[src/sv/poi_pkg.sv]
//------------------------------------------------------------------------------
// Planar odometry integrator package
// Shared types, microcode ROM and arithmetic constants.
//------------------------------------------------------------------------------
`default_nettype none

package poi_pkg;

   localparam int PC_W = 5;
   typedef logic [PC_W-1:0] pc_type;

   // program addresses
   localparam pc_type PC_IDLE   = 5'd0;
   localparam pc_type PC_INIT   = 5'd1;
   localparam pc_type PC_ROTATE = 5'd2;
   localparam pc_type PC_FLIP   = 5'd3;
   localparam pc_type PC_X_MUL0 = 5'd4;
   localparam pc_type PC_X_MUL1 = 5'd5;
   localparam pc_type PC_X_SUB  = 5'd6;
   localparam pc_type PC_X_LO   = 5'd7;
   localparam pc_type PC_X_HI   = 5'd8;
   localparam pc_type PC_X_ACC  = 5'd9;
   localparam pc_type PC_X_ABS  = 5'd10;
   localparam pc_type PC_X_RND  = 5'd11;
   localparam pc_type PC_X_SGN  = 5'd12;
   localparam pc_type PC_X_POS  = 5'd13;
   localparam pc_type PC_Y_HI   = 5'd14;
   localparam pc_type PC_Y_ACC  = 5'd15;
   localparam pc_type PC_Y_ABS  = 5'd16;
   localparam pc_type PC_Y_RND  = 5'd17;
   localparam pc_type PC_Y_SGN  = 5'd18;
   localparam pc_type PC_Y_POS  = 5'd19;
   localparam pc_type PC_RESULT = 5'd20;
   localparam pc_type PC_LOAD   = 5'd21;

   typedef enum logic [3:0] {
      OP_NOP,
      OP_CORDIC_INIT,
      OP_CORDIC_STEP,
      OP_FLIP,
      OP_ACC_LOAD,
      OP_ACC_ADD_HI,
      OP_ABS,
      OP_ROUND,
      OP_SIGN,
      OP_POS_ADD,
      OP_LOAD_POSE,
      OP_RESULT
   } dp_op_type;

   typedef enum logic [2:0] {
      MUL_NONE,
      MUL_VF_C,
      MUL_VS_S,
      MUL_VF_S,
      MUL_VS_C,
      MUL_LO_DT,
      MUL_HI_DT,
      MUL_RATE_DT
   } mul_sel_type;

   typedef enum logic [1:0] {
      SUM_NONE,
      SUM_LOAD,
      SUM_ADD,
      SUM_SUB
   } sum_op_type;

   typedef enum logic {
      AXIS_X,
      AXIS_Y
   } axis_type;

   typedef enum logic [2:0] {
      COND_NEXT,
      COND_GOTO,
      COND_WAIT_REQ,
      COND_LOOP,
      COND_WAIT_OUT
   } cond_type;

   typedef struct packed {
      dp_op_type   op;
      mul_sel_type mul;
      sum_op_type  sum_op;
      logic        yaw_add;
      axis_type    axis;
      cond_type    cond;
      pc_type      target;
   } ctrl_type;

   typedef struct packed {
      logic req_fire;
      logic req_load;
      logic iter_last;
      logic out_free;
   } seq_status_type;

   typedef struct packed {
      logic signed [31:0] set_heading;
      logic signed [47:0] set_y;
      logic signed [47:0] set_x;
      logic        [15:0] step_us;
      logic signed [23:0] turn_rate;
      logic signed [15:0] vel_side;
      logic signed [15:0] vel_fwd;
   } req_item_type;

   typedef struct packed {
      logic signed [31:0] heading;
      logic signed [47:0] pos_y;
      logic signed [47:0] pos_x;
   } rsp_item_type;

   localparam int LO_W = 24;
   localparam logic [63:0] GAIN_Q32 = 64'd2608131496;
   localparam logic [31:0] QUARTER_TURN = 32'h4000_0000;
   localparam logic [31:0] HALF_TURN = 32'h8000_0000;

   localparam logic [31:0] ATAN_TABLE [0:23] = '{
      32'd536870912, 32'd316933406, 32'd167458907, 32'd85004756,
      32'd42667331,  32'd21354465,  32'd10679838,  32'd5340245,
      32'd2670163,   32'd1335087,   32'd667544,    32'd333772,
      32'd166886,    32'd83443,     32'd41722,     32'd20861,
      32'd10430,     32'd5215,      32'd2608,      32'd1304,
      32'd652,       32'd326,       32'd163,       32'd81
   };

   function automatic ctrl_type ucode(input pc_type pc);
      ctrl_type w;
      w = '{op: OP_NOP, mul: MUL_NONE, sum_op: SUM_NONE, yaw_add: 1'b0,
            axis: AXIS_X, cond: COND_NEXT, target: PC_IDLE};
      case (pc)
         PC_IDLE: begin
            w.cond = COND_WAIT_REQ;
            w.target = PC_LOAD;
         end
         PC_INIT:   w.op = OP_CORDIC_INIT;
         PC_ROTATE: begin
            w.op = OP_CORDIC_STEP;
            w.cond = COND_LOOP;
            w.target = PC_ROTATE;
         end
         PC_FLIP:   w.op = OP_FLIP;
         PC_X_MUL0: w.mul = MUL_VF_C;
         PC_X_MUL1: begin
            w.mul = MUL_VS_S;
            w.sum_op = SUM_LOAD;
         end
         PC_X_SUB:  w.sum_op = SUM_SUB;
         PC_X_LO:   w.mul = MUL_LO_DT;
         PC_X_HI: begin
            w.op = OP_ACC_LOAD;
            w.mul = MUL_HI_DT;
         end
         PC_X_ACC:  w.op = OP_ACC_ADD_HI;
         PC_X_ABS: begin
            w.op = OP_ABS;
            w.mul = MUL_VF_S;
         end
         PC_X_RND: begin
            w.op = OP_ROUND;
            w.mul = MUL_VS_C;
            w.sum_op = SUM_LOAD;
         end
         PC_X_SGN: begin
            w.op = OP_SIGN;
            w.sum_op = SUM_ADD;
         end
         PC_X_POS: begin
            w.op = OP_POS_ADD;
            w.mul = MUL_LO_DT;
         end
         PC_Y_HI: begin
            w.op = OP_ACC_LOAD;
            w.mul = MUL_HI_DT;
         end
         PC_Y_ACC: begin
            w.op = OP_ACC_ADD_HI;
            w.mul = MUL_RATE_DT;
         end
         PC_Y_ABS: begin
            w.op = OP_ABS;
            w.yaw_add = 1'b1;
         end
         PC_Y_RND:  w.op = OP_ROUND;
         PC_Y_SGN:  w.op = OP_SIGN;
         PC_Y_POS: begin
            w.op = OP_POS_ADD;
            w.axis = AXIS_Y;
         end
         PC_RESULT: begin
            w.op = OP_RESULT;
            w.cond = COND_WAIT_OUT;
            w.target = PC_IDLE;
         end
         PC_LOAD: begin
            w.op = OP_LOAD_POSE;
            w.cond = COND_GOTO;
            w.target = PC_RESULT;
         end
         default: begin
            w.cond = COND_GOTO;
            w.target = PC_IDLE;
         end
      endcase
      return w;
   endfunction

endpackage

`default_nettype wire

[src/sv/poi_sequencer.sv]
//------------------------------------------------------------------------------
// Planar odometry integrator sequencer
// Step counter over the microcode ROM with conditional jumps.
//------------------------------------------------------------------------------
`default_nettype none

module poi_sequencer (
   input  wire                        clock,
   input  wire                        reset,
   input  poi_pkg::seq_status_type    status,
   output poi_pkg::ctrl_type          ctrl
);

   poi_pkg::pc_type pc_ff;
   poi_pkg::pc_type pc_in;
   poi_pkg::pc_type pc_next;

   always_comb begin
      ctrl = poi_pkg::ucode(pc_ff);
      pc_next = poi_pkg::pc_type'(pc_ff + 1'b1);
      case (ctrl.cond)
         poi_pkg::COND_NEXT: pc_in = pc_next;
         poi_pkg::COND_GOTO: pc_in = ctrl.target;
         poi_pkg::COND_WAIT_REQ: begin
            if (status.req_fire) begin
               pc_in = status.req_load ? ctrl.target : pc_next;
            end else begin
               pc_in = pc_ff;
            end
         end
         poi_pkg::COND_LOOP: pc_in = status.iter_last ? pc_next : ctrl.target;
         poi_pkg::COND_WAIT_OUT: pc_in = status.out_free ? ctrl.target : pc_ff;
         default: pc_in = poi_pkg::PC_IDLE;
      endcase
   end

   always_ff @(posedge clock) begin
      if (reset) begin
         pc_ff <= poi_pkg::PC_IDLE;
      end else begin
         pc_ff <= pc_in;
      end
   end

endmodule

`default_nettype wire

[src/sv/poi_datapath.sv]
//------------------------------------------------------------------------------
// Planar odometry integrator datapath
// CORDIC registers, shared multiplier, accumulator and pose registers.
//------------------------------------------------------------------------------
`default_nettype none

module poi_datapath #(
   parameter int CORDIC_ITERATIONS  = 16,
   parameter int TRIG_FRACTION_BITS = 15,
   parameter int POSITION_WIDTH     = 48
) (
   input  wire                        clock,
   input  wire                        reset,
   input  poi_pkg::ctrl_type          ctrl,
   input  wire                        req_fire,
   input  poi_pkg::req_item_type      req_item,
   output logic                       iter_last,
   output poi_pkg::rsp_item_type      pose,
   output logic                       clipped
);

   localparam int F   = TRIG_FRACTION_BITS;
   localparam int CW  = F + 3;
   localparam int MA  = (CW > poi_pkg::LO_W + 1) ? CW : poi_pkg::LO_W + 1;
   localparam int MB  = 17;
   localparam int PRW = MA + MB;
   localparam int SW  = CW + 17;
   localparam int PW  = F + 37;
   localparam int DW  = PW - F + 1;
   localparam int P   = POSITION_WIDTH;
   localparam int EW  = ((P > DW) ? P : DW) + 1;
   localparam int LW  = ((P > 48) ? P : 48) + 1;
   localparam int IW  = $clog2(CORDIC_ITERATIONS);
   localparam int ZW  = 34;

   localparam logic [63:0] GAIN_X =
      (poi_pkg::GAIN_Q32 + (64'd1 << (31 - F))) >> (32 - F);
   localparam logic [PW-1:0] ROUND_HALF = {{(PW-F){1'b0}}, 1'b1, {(F-1){1'b0}}};
   localparam logic signed [EW-1:0] PMAX_E = {{(EW-P+1){1'b0}}, {(P-1){1'b1}}};
   localparam logic signed [EW-1:0] PMIN_E = {{(EW-P+1){1'b1}}, {(P-1){1'b0}}};
   localparam logic signed [LW-1:0] PMAX_L = {{(LW-P+1){1'b0}}, {(P-1){1'b1}}};
   localparam logic signed [LW-1:0] PMIN_L = {{(LW-P+1){1'b1}}, {(P-1){1'b0}}};

   poi_pkg::req_item_type item_ff;

   logic signed [CW-1:0]  cx_ff, cx_in, cy_ff, cy_in, xs, ys;
   logic signed [ZW-1:0]  cz_ff, cz_in, atan_z;
   logic [IW-1:0]         iter_ff, iter_in;
   logic                  flip_ff, flip_in, neg_ff, neg_in;
   logic [31:0]           rot_angle, flip_angle;

   logic signed [MA-1:0]  mul_a;
   logic signed [MB-1:0]  mul_b;
   logic signed [PRW-1:0] prod_ff, prod_in;
   logic signed [SW-1:0]  sum_ff, sum_in;
   logic signed [PW-1:0]  acc_ff, acc_in;

   logic signed [P-1:0]   pos_x_ff, pos_x_in, pos_y_ff, pos_y_in;
   logic [31:0]           yaw_ff, yaw_in;
   logic                  clip_ff, clip_in;

   logic signed [DW-1:0]  delta;
   logic signed [P-1:0]   pos_base, pos_new;
   logic signed [EW-1:0]  pos_sum;
   logic                  pos_clip;
   logic signed [LW-1:0]  load_x, load_y;
   logic signed [P-1:0]   load_x_c, load_y_c;
   logic                  load_clip;

   assign iter_last = (iter_ff == IW'(CORDIC_ITERATIONS - 1));
   assign atan_z = ZW'(poi_pkg::ATAN_TABLE[5'(iter_ff)]);
   assign xs = cx_ff >>> iter_ff;
   assign ys = cy_ff >>> iter_ff;
   assign rot_angle = yaw_ff + poi_pkg::QUARTER_TURN;
   assign flip_angle = yaw_ff + poi_pkg::HALF_TURN;

   always_comb begin
      case (ctrl.mul)
         poi_pkg::MUL_VF_C: begin
            mul_a = MA'(cx_ff);
            mul_b = MB'($signed(item_ff.vel_fwd));
         end
         poi_pkg::MUL_VS_S: begin
            mul_a = MA'(cy_ff);
            mul_b = MB'($signed(item_ff.vel_side));
         end
         poi_pkg::MUL_VF_S: begin
            mul_a = MA'(cy_ff);
            mul_b = MB'($signed(item_ff.vel_fwd));
         end
         poi_pkg::MUL_VS_C: begin
            mul_a = MA'(cx_ff);
            mul_b = MB'($signed(item_ff.vel_side));
         end
         poi_pkg::MUL_LO_DT: begin
            mul_a = '0;
            mul_a[poi_pkg::LO_W-1:0] = sum_ff[poi_pkg::LO_W-1:0];
            mul_b = $signed({1'b0, item_ff.step_us});
         end
         poi_pkg::MUL_HI_DT: begin
            mul_a = MA'($signed(sum_ff[SW-1:poi_pkg::LO_W]));
            mul_b = $signed({1'b0, item_ff.step_us});
         end
         poi_pkg::MUL_RATE_DT: begin
            mul_a = MA'($signed(item_ff.turn_rate));
            mul_b = $signed({1'b0, item_ff.step_us});
         end
         default: begin
            mul_a = '0;
            mul_b = '0;
         end
      endcase
      prod_in = mul_a * mul_b;
   end

   always_comb begin
      case (ctrl.sum_op)
         poi_pkg::SUM_LOAD: sum_in = SW'(prod_ff);
         poi_pkg::SUM_ADD:  sum_in = sum_ff + SW'(prod_ff);
         poi_pkg::SUM_SUB:  sum_in = sum_ff - SW'(prod_ff);
         default:           sum_in = sum_ff;
      endcase
   end

   always_comb begin
      delta = DW'(acc_ff);
      pos_base = (ctrl.axis == poi_pkg::AXIS_Y) ? pos_y_ff : pos_x_ff;
      pos_sum = EW'(pos_base) + EW'(delta);
      pos_clip = 1'b0;
      if (pos_sum > PMAX_E) begin
         pos_new = P'(PMAX_E);
         pos_clip = 1'b1;
      end else if (pos_sum < PMIN_E) begin
         pos_new = P'(PMIN_E);
         pos_clip = 1'b1;
      end else begin
         pos_new = P'(pos_sum);
      end

      load_x = LW'($signed(item_ff.set_x));
      load_y = LW'($signed(item_ff.set_y));
      load_clip = 1'b0;
      if (load_x > PMAX_L) begin
         load_x_c = P'(PMAX_L);
         load_clip = 1'b1;
      end else if (load_x < PMIN_L) begin
         load_x_c = P'(PMIN_L);
         load_clip = 1'b1;
      end else begin
         load_x_c = P'(load_x);
      end
      if (load_y > PMAX_L) begin
         load_y_c = P'(PMAX_L);
         load_clip = 1'b1;
      end else if (load_y < PMIN_L) begin
         load_y_c = P'(PMIN_L);
         load_clip = 1'b1;
      end else begin
         load_y_c = P'(load_y);
      end
   end

   always_comb begin
      cx_in = cx_ff;
      cy_in = cy_ff;
      cz_in = cz_ff;
      iter_in = iter_ff;
      flip_in = flip_ff;
      neg_in = neg_ff;
      acc_in = acc_ff;
      pos_x_in = pos_x_ff;
      pos_y_in = pos_y_ff;
      yaw_in = yaw_ff;
      clip_in = clip_ff;
      case (ctrl.op)
         poi_pkg::OP_CORDIC_INIT: begin
            flip_in = rot_angle[31];
            cz_in = ZW'($signed(rot_angle[31] ? flip_angle : yaw_ff));
            cx_in = $signed(GAIN_X[CW-1:0]);
            cy_in = '0;
            iter_in = '0;
         end
         poi_pkg::OP_CORDIC_STEP: begin
            if (!cz_ff[ZW-1]) begin
               cx_in = cx_ff - ys;
               cy_in = cy_ff + xs;
               cz_in = cz_ff - atan_z;
            end else begin
               cx_in = cx_ff + ys;
               cy_in = cy_ff - xs;
               cz_in = cz_ff + atan_z;
            end
            iter_in = iter_ff + 1'b1;
         end
         poi_pkg::OP_FLIP: begin
            if (flip_ff) begin
               cx_in = -cx_ff;
               cy_in = -cy_ff;
            end
         end
         poi_pkg::OP_ACC_LOAD:   acc_in = PW'(prod_ff);
         poi_pkg::OP_ACC_ADD_HI: acc_in = acc_ff + (PW'(prod_ff) <<< poi_pkg::LO_W);
         poi_pkg::OP_ABS: begin
            neg_in = acc_ff[PW-1];
            acc_in = acc_ff[PW-1] ? -acc_ff : acc_ff;
         end
         poi_pkg::OP_ROUND: acc_in = $signed((acc_ff + ROUND_HALF) >> F);
         poi_pkg::OP_SIGN:  acc_in = neg_ff ? -acc_ff : acc_ff;
         poi_pkg::OP_POS_ADD: begin
            if (ctrl.axis == poi_pkg::AXIS_Y) begin
               pos_y_in = pos_new;
            end else begin
               pos_x_in = pos_new;
            end
            clip_in = clip_ff | pos_clip;
         end
         poi_pkg::OP_LOAD_POSE: begin
            pos_x_in = load_x_c;
            pos_y_in = load_y_c;
            yaw_in = item_ff.set_heading;
            clip_in = load_clip;
         end
         default: begin
         end
      endcase
      if (ctrl.yaw_add) begin
         yaw_in = yaw_ff + prod_ff[31:0];
      end
      if (req_fire) begin
         clip_in = 1'b0;
      end
   end

   always_ff @(posedge clock) begin
      if (reset) begin
         pos_x_ff <= '0;
         pos_y_ff <= '0;
         yaw_ff <= '0;
         clip_ff <= 1'b0;
      end else begin
         pos_x_ff <= pos_x_in;
         pos_y_ff <= pos_y_in;
         yaw_ff <= yaw_in;
         clip_ff <= clip_in;
      end
   end

   always_ff @(posedge clock) begin
      if (req_fire) begin
         item_ff <= req_item;
      end
      cx_ff <= cx_in;
      cy_ff <= cy_in;
      cz_ff <= cz_in;
      iter_ff <= iter_in;
      flip_ff <= flip_in;
      neg_ff <= neg_in;
      prod_ff <= prod_in;
      sum_ff <= sum_in;
      acc_ff <= acc_in;
   end

   assign pose.pos_x = 48'(pos_x_ff);
   assign pose.pos_y = 48'(pos_y_ff);
   assign pose.heading = yaw_ff;
   assign clipped = clip_ff;

endmodule

`default_nettype wire

[src/sv/planar_odometry_integrator.sv]
//------------------------------------------------------------------------------
// Planar odometry integrator
// Dead-reckoning pose integration under a microcoded sequencer.
//
//   channel  direction  payload                                    tuser
//   req      in         vel_fwd vel_side turn_rate step_us         action
//                       set_x set_y set_heading
//   rsp      out        pos_x pos_y heading                        clipped
//
// Each item is accepted only once the previous one is through. An integrate
// item runs the CORDIC rotate step once per iteration on one shift-add unit,
// and the single multiplier forms all its products. A load item runs the
// load and result steps. Reset zeroes the pose; no clearing pass.
// The result waits in an output register; the next item is accepted while it
// waits, and the sequencer holds at its result step until that register frees.
//------------------------------------------------------------------------------
`default_nettype none

module planar_odometry_integrator #(
   parameter int CORDIC_ITERATIONS  = 16,
   parameter int TRIG_FRACTION_BITS = 15,
   parameter int POSITION_WIDTH     = 48
) (
   input  wire          clock,
   input  wire          reset,
   input  wire          req_tvalid,
   output logic         req_tready,
   // vel_fwd[15:0] vel_side[31:16] turn_rate[55:32] step_us[71:56]
   // set_x[119:72] set_y[167:120] set_heading[199:168]
   input  wire  [199:0] req_tdata,
   // action[0]
   input  wire  [0:0]   req_tuser,
   output logic         rsp_tvalid,
   input  wire          rsp_tready,
   // pos_x[47:0] pos_y[95:48] heading[127:96]
   output logic [127:0] rsp_tdata,
   // clipped[0]
   output logic [0:0]   rsp_tuser
);

   poi_pkg::ctrl_type       ctrl;
   poi_pkg::seq_status_type status;
   poi_pkg::req_item_type   req_item;
   poi_pkg::rsp_item_type   pose;
   logic                    iter_last;
   logic                    clipped;
   logic                    req_fire;
   logic                    out_free;
   logic                    out_load;

   logic                    rsp_valid_ff, rsp_valid_in;
   poi_pkg::rsp_item_type   rsp_data_ff;
   logic                    rsp_clip_ff;

   assign req_item = req_tdata;
   assign req_tready = (ctrl.cond == poi_pkg::COND_WAIT_REQ);
   assign req_fire = req_tvalid & req_tready;
   assign out_free = !rsp_valid_ff || rsp_tready;
   assign out_load = (ctrl.op == poi_pkg::OP_RESULT) && out_free;

   always_comb begin
      status.req_fire = req_fire;
      status.req_load = req_tuser[0];
      status.iter_last = iter_last;
      status.out_free = out_free;
   end

   poi_sequencer u_seq (
      .clock  (clock),
      .reset  (reset),
      .status (status),
      .ctrl   (ctrl)
   );

   poi_datapath #(
      .CORDIC_ITERATIONS  (CORDIC_ITERATIONS),
      .TRIG_FRACTION_BITS (TRIG_FRACTION_BITS),
      .POSITION_WIDTH     (POSITION_WIDTH)
   ) u_dp (
      .clock     (clock),
      .reset     (reset),
      .ctrl      (ctrl),
      .req_fire  (req_fire),
      .req_item  (req_item),
      .iter_last (iter_last),
      .pose      (pose),
      .clipped   (clipped)
   );

   always_comb begin
      if (out_load) begin
         rsp_valid_in = 1'b1;
      end else if (rsp_tready) begin
         rsp_valid_in = 1'b0;
      end else begin
         rsp_valid_in = rsp_valid_ff;
      end
   end

   always_ff @(posedge clock) begin
      if (reset) begin
         rsp_valid_ff <= 1'b0;
      end else begin
         rsp_valid_ff <= rsp_valid_in;
      end
   end

   always_ff @(posedge clock) begin
      if (out_load) begin
         rsp_data_ff <= pose;
         rsp_clip_ff <= clipped;
      end
   end

   assign rsp_tvalid = rsp_valid_ff;
   assign rsp_tdata = rsp_data_ff;
   assign rsp_tuser = rsp_clip_ff;

endmodule

`default_nettype wire
[config.mk]
export PLATFORM = sky130hd
export DESIGN_NAME = planar_odometry_integrator
export DESIGN_NICKNAME = d
export VERILOG_FILES = /design/src/sv/poi_pkg.sv /design/src/sv/poi_sequencer.sv /design/src/sv/poi_datapath.sv /design/src/sv/planar_odometry_integrator.sv
export SDC_FILE = /design/constraint.sdc
export NUM_CORES = 2
export LEC_CHECK = 0
export BUFFER_PORTS_ARGS = -buffer_cell sky130_fd_sc_hd__buf_2
export CORE_MARGIN = 2
export CORE_UTILIZATION = 59
export DETAILED_ROUTE_END_ITERATION = 7
export PLACE_DENSITY_LB_ADDON = 0.1
export SLEW_MARGIN = 20
export SYNTH_ARGS = -nofsm -noshare
export SYNTH_HDL_FRONTEND = slang
export SYNTH_SLANG_ARGS = --single-unit
[constraint.sdc]
create_clock -name clock -period 10.5 [get_ports clock]
set_input_delay 1.575 -clock clock [delete_from_list [all_inputs] [get_ports clock]]
set_output_delay 1.575 -clock clock [all_outputs]
set_load 0.02 [all_outputs]
[Word level (Yosys, flattened, before mapping)]
Memory sizes are Yosys's and may differ from the RTL's.
Cells that the tools add are included.
Word-level totals
  register bits: 669
  latch bits: 0
  bits in writable memories: 0
  bits in read-only memories: 1024
  bits of input ports: 205
  output and inout port bits: 131
  logic and storage cells: 198
  memories kept: 1
Cells by class
  add/subtract/negate cells: 19
  multiply operators: 1
  div/mod/pow operators: 0
  magnitude comparators: 7
  eq/ne operators: 54
  shift operators: 2
  multiplexer cells: 51
  bitwise operators: 3
  reduce and logical (&&, ||, !) cells: 33
Memory list
  (no name shown): depth 32, bits a word 32, read ports 1, clocked after memory_dff 0, write ports 0, RTL line poi_datapath.sv:71  | assign atan_z = ZW'(poi_pkg::ATAN_TABLE[5'(iter_ff)]);
Operators with widths (count)
  $mux 48: 9
  $pmux 52 s5: 1
  $pmux 48 s2: 2
  $mux 32: 5
  $pmux 25 s5: 1
  $pmux 18 s3: 2
  $pmux 35 s3: 1
  $mux 52: 2
  $gt 48x48->1 const B: 2
  $lt 48x48->1 const B: 2
  $mux 18: 4
  $pmux 34 s2: 1
  $add 52x15->52 const B: 1
  $add 52x52->52: 1
  $neg 52->52: 1
  $pmux 17 s3: 1
  $add 48x38->49: 1
  $gt 49x48->1 const B: 1
  $lt 49x48->1 const B: 1
  $pmux 4 s11: 1
  $mul 25x17->42: 1
  $eq 5x4->1 const B: 8
  $pmux 8 s5: 1
  $add 18x18->18: 2
  52 further kinds: 118

[Logic depth before layout (Yosys ltp)]
  depth in word-level cells: 9
  mapped depth: 40
  mapped depth without buffers: 36

[Cells and area by module]
From an unflattened synthesis, not the netlist that was laid out.
Second synthesis, totals
  cells, all modules: 6029
  area, all modules: 56810.7 µm²
By module, submodules not included
  poi_datapath: instances 1, cells an instance 5759, area an instance 51931.1 µm², sequential area each 14323.7 µm²
  planar_odometry_integrator: instances 1, cells an instance 136, area an instance 3938.8 µm², sequential area each 3893.7 µm²
  poi_sequencer: instances 1, cells an instance 134, area an instance 940.9 µm², sequential area each 100.1 µm²

[Least setup slack after synthesis]
No wires, ideal clock.
  path kind: register -> register
  start: register u_seq.pc_ff[0]
  end: register u_dp.prod_ff[40]
  library setup time: 0.072 ns
  data arrival time: 8.630 ns
  required time: 10.428 ns
  slack: 1.798 ns
  stages on the path, launching flop included: 35
  path buffers: 4
  clock period less this slack: 8.702 ns
  cell sequence: dfxtp_1 -> ha_1 -> buf_2 -> and3_1 -> ha_1 -> a21oi_2 -> o21a_1 -> buf_2 -> nor2_1 -> o21a_1 -> buf_2 -> buf_1 -> a221oi_1 -> nor2_1 -> fa_1 -> inv_1 -> fa_1 -> fa_1 -> fa_1 -> inv_1 -> fa_1 -> inv_1 -> fa_1 -> inv_1 -> ha_1 -> a21o_1 -> a21oi_1 -> o21ai_0 -> o31ai_1 -> a2111oi_0 -> o21ai_0 -> a31oi_1 -> a21oi_1 -> o31ai_1 -> xor2_1
Between the ends
  word-level cells in the longest chain between the ends: 7
  elaborated cells between the ends (all ways): 27
  classes of those cells: 1 x mul; 16 x eq/ne; 3 x mux; 7 x reduce/logical
RTL lines
  start: declaration: RTL line poi_sequencer.sv:14  | poi_pkg::pc_type pc_ff;
  start signal: assignment: RTL line poi_sequencer.sv:39  | pc_ff <= poi_pkg::PC_IDLE;
  start signal: assignment: RTL line poi_sequencer.sv:41  | pc_ff <= pc_in;
  $eq 5x4->1 or $eq 5x3->1 (tied branches): RTL line poi_pkg.sv:133  | case (pc)
  $reduce_or 2->1 (no line)
  $pmux 3 s7 *: RTL line poi_pkg.sv:133
  $eq 3x3->1, or another cell as far along: RTL line poi_datapath.sv:78  | case (ctrl.mul)
  $reduce_or 3->1 (no line) or $reduce_or 2->1 (tied branches)
  $pmux 17 s3 or $pmux 25 s5 (tied branches): RTL line poi_datapath.sv:78
  $mul 25x17->42 *: RTL line poi_datapath.sv:113  | prod_in = mul_a * mul_b;
  via u_dp.prod_in[40]: RTL line poi_datapath.sv:54  | logic signed [PRW-1:0] prod_ff, prod_in;
  end signal: assignment: RTL line poi_datapath.sv:258  | prod_ff <= prod_in;
  end: declaration: RTL line poi_datapath.sv:54
Mark *: on every way through the listed nets, which the timed path passes. The rest lies on a longest branch.
A chain may end at the register's enable or synchronous reset.

[Worst setup path in the final report]
  start: register u_seq.pc_ff[0]
  end: register u_dp.prod_ff[41]
Same word-level chain as after synthesis.

==> flow_summary.yaml <==
status:
  status: "finished, final reports clean"
routing:
  post_drt_wl_per_cell_microns: 22.58
  dr.pass1.iters: 6
  finalWirelength_mm: 169.3
  antenna_left: 0
  drtIter0Drc: 4794
  route.detailed.drc: 0
  vias: 46220
  vias_per_cell: 6.165
finish:
  layout-drive-gt1-share_pct: 12.10
  fill_cells: 7910
  layout_common_cells: "nor2_1 (630), inv_1 (589), nand2_1 (541), edfxtp_1 (492), fa_1 (423)"
  seqCellArea_sq_um: 18320
  final_common_cell: "nor2_1"
  fin_nets: 7122
  area_delta_synth_final_pct: 10.00
  multi_input_area_sq_um: 34990
sta:
  clock_skew_ns: 0.02453
  setup_viol_count_final: 0
  slew_headroom_pct: 26.61
  period_share_pct: 94.11
  fmax_mhz: 101.2
  hold_violations: 0
  grt_setup_unrepaired: "no"
  setup_tns_ns: 0
  tightest_slew_ns: 1.094
  period_needed_ns: 9.881
  slew_viol_final: 0
floorplan:
  die_w_microns: 313.7
  die_area_sq_um: 98400
  rows: 113
  io_pins: 336
  coreArea_sq_um: 95010
  dieHeight_microns: 313.7
  initial_utilization_pct: 59.56
synth:
  synth_enable_flop_cells: 492
  synthesis.area_sq_um: 56580
  synth-seq-cells: 669
  synth.avg_cell_area_sq_um: 9.515
  ys_warn_count: 0
  synthFlopType: "edfxtp_1"
  async_flop_share_pct: 0
  syn_nets: 6903
  synthDistinctLibCells: 99
  postSynthCellCount: 5947
  synth-seq-area-share_pct: 32.37
worst_hold_path:
  hp-start: "u_dp.pos_y_ff[24]"
  holdPathStages: 0
  hold_end: "rsp_tdata[72]"
  hold_class: "flop to flop"
critical_path:
  r2r_end: "u_dp.prod_ff[41]"
  start_kind: "flop"
  crit_arrival_ns: 10.42
  max_stage_delay_ns: 0.71
  worst-path-max-fanout: 17
  crit_type: "flop to flop"
  r2r_slack_ns: 0.62
  r2r_start: "u_seq.pc_ff[0]"
  endpoint_kind: "flop"
  crit_slowest_cell: "a221o_1"
  crit_required_ns: 11.04
  worst-r2r-cell-count: 33
power_and_ir_drop:
  leakage_nw: 26.58
  power.density_nw_per_um2: 309.8
  power_mw: 19.28
  ir_drop_v: 0.0002891
grt:
  grt_start_max_net_pins: 130
  antenna_found_initial: 2
  grt_overflow: 0
  first_global_vias: 44650
  grtUsageTotal_pct: 34.07
  grt_first_pass_wirelength_mm: 258.9
place:
  place_congestion: 1.014
  io_buffers: 335
  hpwl_mm: 129.0
clock_network:
  h-tree-depth: 3
  numCtsBuffers: 78
  holdBufCountCts: 0
  clock_sinks: 669
  ctsRootBufferMaster: "clkbuf_16"
  cts.reportedPaths.clkPinSlew_ns: 0.06
  ctsLongestPathBuffers: 3
  post_cts_buffers: 0
  cts_tree: "done"
  clkLatencyLatePin_ns: 0.67
flow_run:
  maxCapViolations: 0
==> what timing repair did <==
item,CTS,global route
resized for setup,0,3
setup endpoints to repair,0,6
hold endpoints to repair,0,0
==> kinds of logic (layout without fill, tap and decap cells) <==
| kind of cell | after synthesis | count (layout) | synth area share [%] |
|---|---|---|---|
| other cells | 0 | 2 | 0 |
| xor+xnor | 421 | 421 | 6.554 |
| simple gates | 1714 | 1714 | 13.59 |
| flops | 669 | 669 | 32.37 |
| buf+inv | 884 | 1168 | 6.037 |
| mux | 142 | 142 | 3.275 |
| fa+ha+maj | 751 | 751 | 22.22 |
| compound gates | 1366 | 1366 | 15.96 |
==> cell usage after synthesis, types with 56 or more instances <==
library cell | n | area, sq um
a31oi_1 | 56 | 350.3
nor2_1 | 635 | 2384
a21o_1 | 107 | 803.3
a311oi_1 | 101 | 884.6
xor2_1 | 167 | 1463
mux2_2 | 74 | 833.3
dfxtp_1 | 177 | 3543
nor3_1 | 77 | 385.4
inv_1 | 589 | 2211
ha_1 | 328 | 4104
nand2_1 | 543 | 2038
o21ai_0 | 337 | 1687
a21oi_1 | 333 | 1667
nand3_1 | 114 | 570.6
fa_1 | 423 | 8468
xnor2_1 | 252 | 2207
edfxtp_1 | 492 | 14770
clkbuf_1 | 205 | 769.5
==> through the flow <==
stage / instance area (sq um) / hold WS (ns) / utilization, % / std cells / setup slack, ns
finish: 62240 / 0.4504 / 65.51 / 7498 / 0.6190
global route: 62240 / 0.4520 / 65.51 / 7496 / 0.08693
CTS: 62200 / 0.4469 / 65.47 / 7495 / 0.3709
detailed placement: 59520 / 0.4317 / 62.64 / 7350 / 0.4466
global placement: 59520 / 0.4238 / 62.64 / 7350 / 0.5635
floorplan: 56580 / 0.4090 / - / 5947 / 1.798
==> worst max-delay path by stage <==
stage	startpoint	to	slack, ns	cells past startpoint
2_1_floorplan	u_seq.pc_ff[0]	u_dp.prod_ff[40]	1.80	34
4_1_cts	u_seq.pc_ff[0]	u_dp.prod_ff[40]	0.37	31
6_report	u_seq.pc_ff[0]	u_dp.prod_ff[41]	0.62	33
5_1_grt	u_seq.pc_ff[0]	u_dp.prod_ff[41]	0.09	33
3_5_place_dp	u_seq.pc_ff[0]	u_dp.prod_ff[40]	0.45	31
3_3_place_gp	u_seq.pc_ff[0]	u_dp.prod_ff[40]	0.56	31
==> report_power, final <==
group / internal (mW) / leakage, nW / switching [mW]
logic: 4.72 / 19.3 / 7.15
clock network: 1.65 / 1.29 / 1.18
registers: 3.82 / 6.00 / 0.751
==> worst max-delay path, delay by kind of cell, from the launching register on <==
| kind | cells | cell delay [ns] |
|---|---|---|
| buffers and inverters | 9 | 1.08 |
| xor gates and xnor gates | 1 | 0.12 |
| AOI/OAI and AO/OA | 10 | 2.98 |
| DFF | 1 | 0.41 |
| and+or+nand+nor | 4 | 0.94 |
| adders and majority gates | 8 | 3.82 |
| muxes | 1 | 0.38 |
==> registers in the layout, indices dropped and copies added, names as in the netlist, 4 cells and up <==
name	flops
u_dp.item_ff	200
rsp_tdata	128
u_dp.acc_ff	52
u_dp.pos_x_ff	48
u_dp.pos_y_ff	48
u_dp.prod_ff	42
u_dp.sum_ff	35
u_dp.cz_ff	34
u_dp.yaw_ff	32
u_dp.cx_ff	18
u_dp.cy_ff	18
u_seq.pc_ff	5
u_dp.iter_ff	4
==> layout make-up <==
type / instances / area share [%]
multi-input combinational: 4394 / 56.22
clock inverter: 47 / 0.7840
clock buffer: 98 / 3.524
tap: 1265 / 2.543
sequential: 669 / 29.43
antenna: 2 / 0.008041
timing repair buffer: 431 / 3.928
inverter: 592 / 3.570
==> metal layers <==
layer / vias up / wire length (microns) / track usage [%]
li1: 21230 / - / -
met4: 4 / 8874 / 15.66
met5: - / 22 / 0
met1: 22520 / 68470 / 46.60
met2: 2059 / 76940 / 53.09
met3: 410 / 15000 / 6.102
No activity file was read; power rests on OpenSTA's default activity.
